--- src/sv/websocket_frame_deframer_defines.svh ---
// ----------------------------------------------------------------------------
// websocket frame deframer assertion macros
// shared concurrent check wrappers, clocked on clk, disabled in reset
// ----------------------------------------------------------------------------
`ifndef WEBSOCKET_FRAME_DEFRAMER_DEFINES_SVH
`define WEBSOCKET_FRAME_DEFRAMER_DEFINES_SVH

// same-cycle implication
`define WSD_ASSERT_NOW(lbl, ante, cons, msg) \
  lbl: assert property (@(posedge clk) disable iff (!rst_n) (ante) |-> (cons)) \
    else $error(msg);

// next-cycle implication
`define WSD_ASSERT_NEXT(lbl, ante, cons, msg) \
  lbl: assert property (@(posedge clk) disable iff (!rst_n) (ante) |=> (cons)) \
    else $error(msg);

`endif

--- src/sv/wsd_pkg.sv ---
// ----------------------------------------------------------------------------
// wsd_pkg
// types and constants shared by the websocket frame deframer
// ----------------------------------------------------------------------------
package wsd_pkg;

  localparam int unsigned PAYLOAD_LEN_W = 63;
  localparam int unsigned QUEUE_DEPTH   = 4;
  localparam int unsigned QUEUE_AW      = 2;

  localparam logic KIND_HEADER = 1'b0;
  localparam logic KIND_DATA   = 1'b1;

  localparam logic [6:0] LEN_CODE16 = 7'd126;
  localparam logic [6:0] LEN_CODE64 = 7'd127;

  localparam logic [3:0] EXT16_BYTES = 4'd2;
  localparam logic [3:0] EXT64_BYTES = 4'd8;
  localparam logic [3:0] KEY_BYTES   = 4'd4;

  typedef enum logic [2:0] {
    PH_B0    = 3'd0,
    PH_B1    = 3'd1,
    PH_EXT16 = 3'd2,
    PH_EXT64 = 3'd3,
    PH_KEY   = 3'd4,
    PH_DATA  = 3'd5
  } phase_t;

  typedef struct packed {
    logic                     kind;
    logic                     fin;
    logic [3:0]               opcode;
    logic                     masked;
    logic [PAYLOAD_LEN_W-1:0] payload_length;
    logic [7:0]               raw_byte;
    logic [7:0]               key_byte;
    logic                     last;
  } wsd_item_t;

  typedef struct packed {
    logic nonempty;
    logic full;
  } wsd_qstat_t;

endpackage

--- src/sv/wsd_queue.sv ---
// ----------------------------------------------------------------------------
// wsd_queue
// short result queue between the parser and the output stage
// ----------------------------------------------------------------------------
module wsd_queue import wsd_pkg::*; (
  input  logic       clk,
  input  logic       rst_n,
  input  logic       push,
  input  wsd_item_t  push_item,
  input  logic       pop,
  output wsd_item_t  head_item,
  output wsd_qstat_t stat
);

  wsd_item_t           store_r [QUEUE_DEPTH];
  logic [QUEUE_AW-1:0] wr_ptr_r, rd_ptr_r;
  logic [QUEUE_AW:0]   count_r, count_nxt;

  assign head_item     = store_r[rd_ptr_r];
  assign stat.nonempty = (count_r != '0);
  assign stat.full     = (count_r == (QUEUE_AW + 1)'(QUEUE_DEPTH));

  always_comb begin
    case ({push, pop})
      2'b10:   count_nxt = count_r + 1'b1;
      2'b01:   count_nxt = count_r - 1'b1;
      default: count_nxt = count_r;
    endcase
  end

  always_ff @(posedge clk) begin
    if (push) begin
      store_r[wr_ptr_r] <= push_item;
    end
  end

  always_ff @(posedge clk) begin
    if (!rst_n) begin
      wr_ptr_r <= '0;
      rd_ptr_r <= '0;
      count_r  <= '0;
    end else begin
      if (push) begin
        wr_ptr_r <= wr_ptr_r + 1'b1;
      end
      if (pop) begin
        rd_ptr_r <= rd_ptr_r + 1'b1;
      end
      count_r <= count_nxt;
    end
  end

endmodule

--- config.mk ---
export PLATFORM = sky130hd
export DESIGN_NAME = wsd_queue
export DESIGN_NICKNAME = d
export VERILOG_FILES = /design/src/sv/websocket_frame_deframer_defines.svh /design/src/sv/wsd_pkg.sv /design/src/sv/wsd_queue.sv
export SDC_FILE = /design/constraint.sdc
export NUM_CORES = 1
export LEC_CHECK = 0
export BUFFER_PORTS_ARGS = -buffer_cell sky130_fd_sc_hd__buf_4
export CAP_MARGIN = 25
export CELL_PAD_IN_SITES_DETAIL_PLACEMENT = 0
export CELL_PAD_IN_SITES_GLOBAL_PLACEMENT = 1
export CORE_MARGIN = 5
export CORE_UTILIZATION = 40
export CTS_CLUSTER_SIZE = 16
export DETAILED_ROUTE_END_ITERATION = 8
export PLACE_DENSITY_LB_ADDON = 0.08
export SLEW_MARGIN = 20
export SYNTH_ARGS = -nofsm -noshare
export SYNTH_HDL_FRONTEND = slang
export SYNTH_SLANG_ARGS = --single-unit
--- constraint.sdc ---
create_clock -name clk -period 3.1 [get_ports clk]
set_input_delay 0.465 -clock clk [delete_from_list [all_inputs] [get_ports clk]]
set_output_delay 0.465 -clock clk [all_outputs]
set_load 0.005 [all_outputs]
# Yosys cells after proc, flatten, opt, wreduce, memory -nomap -nowiden
# Memories as Yosys holds them, arrays and structs flattened. A register that Yosys moved wholly into a read port is not among the register bits.
# Index checks and enable logic that the tools add are counted.
dict set report totals {
  regBits 7
  ramBits 348
  input_bits 91
  output_inout_bits 89
  memories 1
}
# name words width read_ports rd_ports_with_merged_regs write_ports line
set memory_table {}
lappend memory_table {store_r 4 87 1 1 1 wsd_queue.sv:15} ;# wsd_item_t store_r [QUEUE_DEPTH];
dict set report op_classes {
  n_addsub 4
  eq_ne 3
  mux 5
  reduce_logical 2
}
# operator count
set op_table {}
lappend op_table {{3-bit case mux with 2 select lines} 1}
lappend op_table {{2-bit by 1-bit adder with 2-bit output (second input constant)} 2}
lappend op_table {{2-bit two-way mux} 2}
lappend op_table {{3-bit by 1-bit adder with 3-bit output (second input constant)} 1}
lappend op_table {{3-bit == test (second input constant)} 1}
lappend op_table {{3-bit nonzero test} 1}
lappend op_table {{3-bit by 1-bit subtractor with 3-bit output (second input constant)} 1}
lappend op_table {{2-bit by 1-bit == test with 1-bit output (second input constant)} 1}
lappend op_table {{2-bit == test (second input constant)} 1}
lappend op_table {{1-bit two-way mux} 2}
lappend op_table {{2-bit nonzero test} 1}

# Depth between registers and ports, before layout
# Gate-level depths: netlist (run 1).
dict set report depth {
  ltp_word 3
  mapped_depth 7
  mapped_depth_nobuf 7
}

# Least setup slack after synthesis (run 1)
# Ideal clock, no wire load.
dict set report synth_timing {
  path_type {reg2reg}
  from {reg wr_ptr_r[0]}
  to {mem store_r[0][0] (netlist name), enable pin}
  setup_time_ns 0.455
  arrival_time_ns 2.561
  required_time_ns 2.645
  path_slack_ns 0.084
  path_stages_with_launch 4
  cell_sequence {dfxtp_1 -> inv_1 -> ha_1 -> and2_1}
}
# element line
set synth_rtl {}
lappend synth_rtl {{start, declared} wsd_queue.sv:16} ;# logic [QUEUE_AW-1:0] wr_ptr_r, rd_ptr_r;
lappend synth_rtl {{start signal, assigned} wsd_queue.sv:44} ;# wr_ptr_r <= wr_ptr_r + 1'b1;
lappend synth_rtl {{end, declared} wsd_queue.sv:15}
# No word-level cell before the write port.

==> results of run 1 <==
[Yosys cell counts (all sizes together)]
cell	n	share of area, %
or3	2	0.096
xor2	3	0.20
nand2	2	0.058
nor2b	1	0.048
ha	5	0.48
xnor2	2	0.13
mux4	87	15
fa	1	0.15
inv	6	0.17
o21ai	2	0.077
buf	15	0.97
edfxtp	348	80
and3	1	0.048
and2	10	0.48
clkbuf	5	0.14
mux2i	1	0.077
dfxtp	9	1.4
a21boi	1	0.058
[layout make-up]
type                       instances  share of cell area (%)
clock buffer                      46                    6.45
clock inverter                    19                   0.826
inverter                           6                   0.139
multi-input combinational        118                    13.7
sequential                       357                    65.7
tap                              442                    3.41
timing repair buffer             195                    9.81
[sequential cells by signal, indices dropped and copies added (netlist names), named ones only]
| signal | count |
|---|---|
| wr_ptr_r | 2 |
| count_r | 3 |
| store_r | 348 |
| rd_ptr_r | 2 |
[cell families (layout without fill, tap and decap cells)]
family / count (synthesis) / in the layout / synth area share [%]
multiplexers: 88 / 88 / 15.1
adder cells (fa/ha/maj): 6 / 6 / 0.635
AND/OR/NAND/NOR: 16 / 16 / 0.731
AO/OA/AOI/OAI: 3 / 3 / 0.135
XOR/XNOR: 5 / 5 / 0.337
buffers and inverters: 26 / 266 / 1.29
flip-flops: 357 / 357 / 81.7
[layer usage]
metal / global-route usage [%] / vias up / routed length [µm]
met5: 0 / - / 0
met4: 3.81 / 0 / 449
met3: 3.84 / 41 / 1640
met2: 24.8 / 156 / 13400
met1: 18.0 / 3051 / 10500
li1: - / 2575 / -
[path summary, 6_finish.rpt]
| path | from | slack [ps] | cells after the start | endpoint |
|---|---|---|---|---|
| setup / recovery | flop | 520 | 3 | head_item[5] |
| hold / removal | push_item[18] | 150 | 1 | store_r[2][18] |
| setup reg to reg | wr_ptr_r[0] | 1270 | 4 | store_r[0][74] |
| hold reg to reg | count_r[2] | 540 | 2 | count_r[2] |
[power breakdown]
| part | switching, µW | internal [µW] |
|---|---|---|
| clock network | 1700 | 2550 |
| logic | 484 | 599 |
| registers | 76.1 | 5540 |
| total | 2260 | 8690 |
[through the flow]
stage / std cells / total power, µW / hold WS, ps
finish: 1183 / 10900 / 155
global route: 1183 / 11400 / 129
CTS: 1183 / 11100 / 125
detailed placement: 1118 / 6840 / 532
global placement: 1118 / 6820 / 478
floorplan: 501 / 6230 / 468
[worst max-delay path, delay by kind of cell, from the launching register on]
| kind | cells | cell delay, ps |
|---|---|---|
| buffers and inverters | 2 | 500 |
| flip-flops | 1 | 770 |
| multiplexers | 1 | 350 |
==> results_dict.tcl, run 1 <==
set metrics [dict create \
    status "complete, no violations" \
    clock_latency_ps 510 \
    clkSlewWorstSetupHoldPaths_ps 60 \
    cts_buffers 38 \
    fin_crit_sh_pct 83.3 \
    grt_pass1_wl_mm 39.3 \
    p_leak_uw 0.00544 \
    crit_slowest_cell "dfxtp_4" \
    yosys_register_bits 357 \
    drt_iter0_drc 302 \
    final_area_mm2 0.0162 \
    cp.arrival_ps 2120 \
    period_needed_ps 2580 \
    dp_hpwl_mm 15.9 \
    drc 0 \
    firstDrtPassIters 5 \
    numPortBuffers 179 \
    syn_area_mm2 0.0130 \
    multi_input_area_mm2 0.00222 \
    area_growth_pct 24.6 \
    worstMarginPinSlew_ps 696 \
    max_freq_ghz 0.387 \
    path_cells "buf_4, mux4_2, buf_4" \
    seqCellArea_mm2 0.0106 \
    fin_skew_ps 11.0 \
    crit_type "flop to primary output" \
    start_util_pct 40.3 \
    crit_fanout 37 \
    die_h_um 190 \
    timing.slew.headroom_pct 53.6 \
    syn-num-nets 598 \
    antennaDiodeCount 0 \
    place_area_mm2 0.0150 \
    nFillCells 2607 \
    gp_congestion 0.679 \
    yosysSeqAreaShare_pct 81.7 \
    antenna_found_initial 0 \
    required_ps 2630 \
    cts_tree "done" \
    cts_resized 0 \
    slew_violations 0 \
    die_x_um 190 \
    post_cts_buffers 0 \
    nNetsFinal 813 \
    path_common_cell "buf_4" \
    setup_ws_ps 517 \
    postRouteWirelength_mm 25.9 \
    syn_inst 501 \
    power_density_mw_per_mm2 676 \
    io_pins 180 \
    critPathCaptureType "primary output" \
    yosys_warnings 0 \
    layout_common_cells "348 x edfxtp_1, 185 x buf_4, 87 x mux4_2, 41 x clkbuf_16, 10 x buf_12" \
    layout-drive-gt1-share_pct 45.7 \
    dieArea_mm2 0.0362 \
    clockBufferDepth 3 \
    drt.antenna.violating_nets 0 \
    routed_via_density 4.92 \
    grt_pass1_vias 6485 \
    grt_setup_unrepaired "false" \
    finalSetupTns_ps 0 \
    cts-root-buf "clkbuf_16" \
    start_kind "flop" \
    hold_viol 0 \
    place_ws_ps 976 \
    detail_route.wl_per_cell_um 21.9 \
    vdd_drop_max_mv 0.436 \
    htreeDepth 2 \
    finish.utilization_pct 50.2 \
    setup_viol 0 \
    maxCapViolCount 0 \
    postSynthAreaPerCell_um2 26.0 \
    netlist-cell-type-count 21 \
    rows 66 \
    grt_max_degree 40 \
    hold_class "input port to flop" \
    grtUsageTotal_pct 14.3 \
    layout_commonest_cell "edfxtp_1" \
    coreArea_mm2 0.0323 \
    overflow 0 \
    route.vias.total 5823 \
    clock-sinks 357 \
    hold_buffers 0 \
    cpPeakStageDelay_ps 770 \
]
(Power assumes the default switching activity.)
==> run 2: changes to the inputs <==
==> constraint.sdc (replaced) <==
create_clock -name clk -period 2.3 [get_ports clk]
set_input_delay 0.345 -clock clk [delete_from_list [all_inputs] [get_ports clk]]
set_output_delay 0.345 -clock clk [all_outputs]
set_load 0.005 [all_outputs]
==> results_dict.tcl, run 2 (synthesis results as in run 1) <==
set metrics [dict create \
    overflow 0 \
    min_path_cells 1 \
    max_freq_ghz 0.434 \
    largest_reg_flops 348 \
    clock_latency_ps 500 \
    hold_viol 0 \
    finalSetupTns_ps -4.44 \
    worstMarginPinSlew_ps 379 \
    postRouteWirelength_mm 26.6 \
    gp_congestion 0.685 \
    maxCapViolCount 0 \
    start_kind "flop" \
    largestRegisters "store_r x348, count_r x3" \
    p_total_uw 14900 \
    grt_pass1_wl_mm 38.8 \
    reg2reg_depth 5 \
    htreeDepth 2 \
    cts_buffers 40 \
    cts_tree "done" \
    firstDrtPassIters 4 \
    place_ws_ps 378 \
    grtUsageTotal_pct 14.2 \
    seqPwrFrac_pct 50.6 \
    route.vias.total 5931 \
    antennaDiodeCount 0 \
    r2r_slack_ps 660 \
    regMostFlops "store_r" \
    io_pins 180 \
    cp.arrival_ps 1960 \
    routed_via_density 4.93 \
    r2r_start "count_r[1]" \
    rows 66 \
    slew_violations 0 \
    clockBufferDepth 3 \
    crit_path_end "head_item[33]" \
    grt_max_degree 48 \
    grt_setup_unrepaired "true" \
    p_clk_share_pct 37.7 \
    power_density_mw_per_mm2 891 \
    drt.antenna.violating_nets 0 \
    crit_type "flop to primary output" \
    vdd_drop_max_mv 0.611 \
    layout_commonest_cell "edfxtp_1" \
    cts-root-buf "clkbuf_16" \
    clock-sinks 357 \
    rr_endpoint "count_r[2]" \
    die_x_um 190 \
    start_util_pct 40.3 \
    status "finished with violations" \
    fin_crit_sh_pct 100 \
    timing.slew.headroom_pct 74.7 \
    switching_share_pct 20.5 \
    setup_viol 2 \
    min_from "push_item[12]" \
    grt_pass1_vias 6613 \
    required_ps 1960 \
    critPathCaptureType "primary output" \
    coreArea_mm2 0.0323 \
    p_leak_uw 0.00566 \
    area_growth_pct 28.7 \
    dieArea_mm2 0.0362 \
    clkSlewWorstSetupHoldPaths_ps 50 \
    whs_ps 33.6 \
    p_sw_uw 3070 \
    dp_hpwl_mm 15.5 \
    p_int_uw 11900 \
    numPortBuffers 179 \
    setup_ws_ps -2.57 \
    antenna_found_initial 1 \
    layout-drive-gt1-share_pct 46.3 \
    fin_cells 1203 \
    violations "negative setup slack" \
    crit_fanout 7 \
    drt_iter0_drc 416 \
    detail_route.wl_per_cell_um 22.1 \
    fin_skew_ps 12.8 \
    drc 0 \
    dpl.cell_count 1119 \
    layout_common_cells "348 x edfxtp_1, 137 x buf_4, 87 x mux4_2, 51 x buf_6, 48 x clkbuf_16" \
    combPwrFrac_pct 11.7 \
    nNetsFinal 832 \
    die_h_um 190 \
    hold_class "input port to flop" \
    period_needed_ps 2300 \
]
[run 2: power by group through the flow]
stage / sequential, µW / clock [µW] / combinational [µW]
after floorplan: 7660 / 0 / 728
after global placement: 7680 / 0 / 1520
after detailed placement: 7700 / 0 / 1550
after CTS: 7550 / 5800 / 1660
after global routing: 7570 / 6050 / 1900
final: 7550 / 5620 / 1750
[run 2: layer usage]
metal	vias to the layer above	wire length, µm	part of all wire [%]	track usage, %
met2	156	13700	52	24.4
met1	3136	11000	41	18.2
met5	-	13	0.049	0
met4	2	299	1.1	3.31
li1	2611	-	-	-
met3	26	1630	6.1	3.97
[run 2: timing repair]
item | 4_1_cts | 5_1_grt
hold buffers | 0 | 0
gates cloned | 1 | 8
buffers inserted | 7 | 0
endpoints found under the setup margin | 81 | 76
resized for setup | 20 | 36
[run 2: worst min path at each step]
stage                           endpoint  slack [ps]
final                     store_r[3][12]          30
after global routing       store_r[3][7]           9
after CTS                  store_r[1][7]           8
after detailed placement      count_r[2]         530
after global placement        count_r[2]         480
after floorplan            store_r[0][0]         440
[run 2: cell type report]
class                      instances  area, µm²
clock buffer                      57       1090
clock inverter                    11       73.8
fill                            2544      15500
inverter                           6       22.5
multi-input combinational        118       2220
sequential                       357      10600
tap                              442        553
timing repair buffer             212       2150
[run 2: through the flow]
step / area [µm²] / utilization (%)
finish: 16700 / 51.9
global route: 16700 / 51.9
detailed placement: 15100 / 46.7
CTS: 16400 / 50.8
floorplan: 13000 / -
global placement: 15100 / 46.7
[run 2: critical path, stage by stage (launching register included)]
cell,delay [ps]
dfxtp_4,420
buf_12,180
clkbuf_16,180
mux4_2,520
buf_6,130
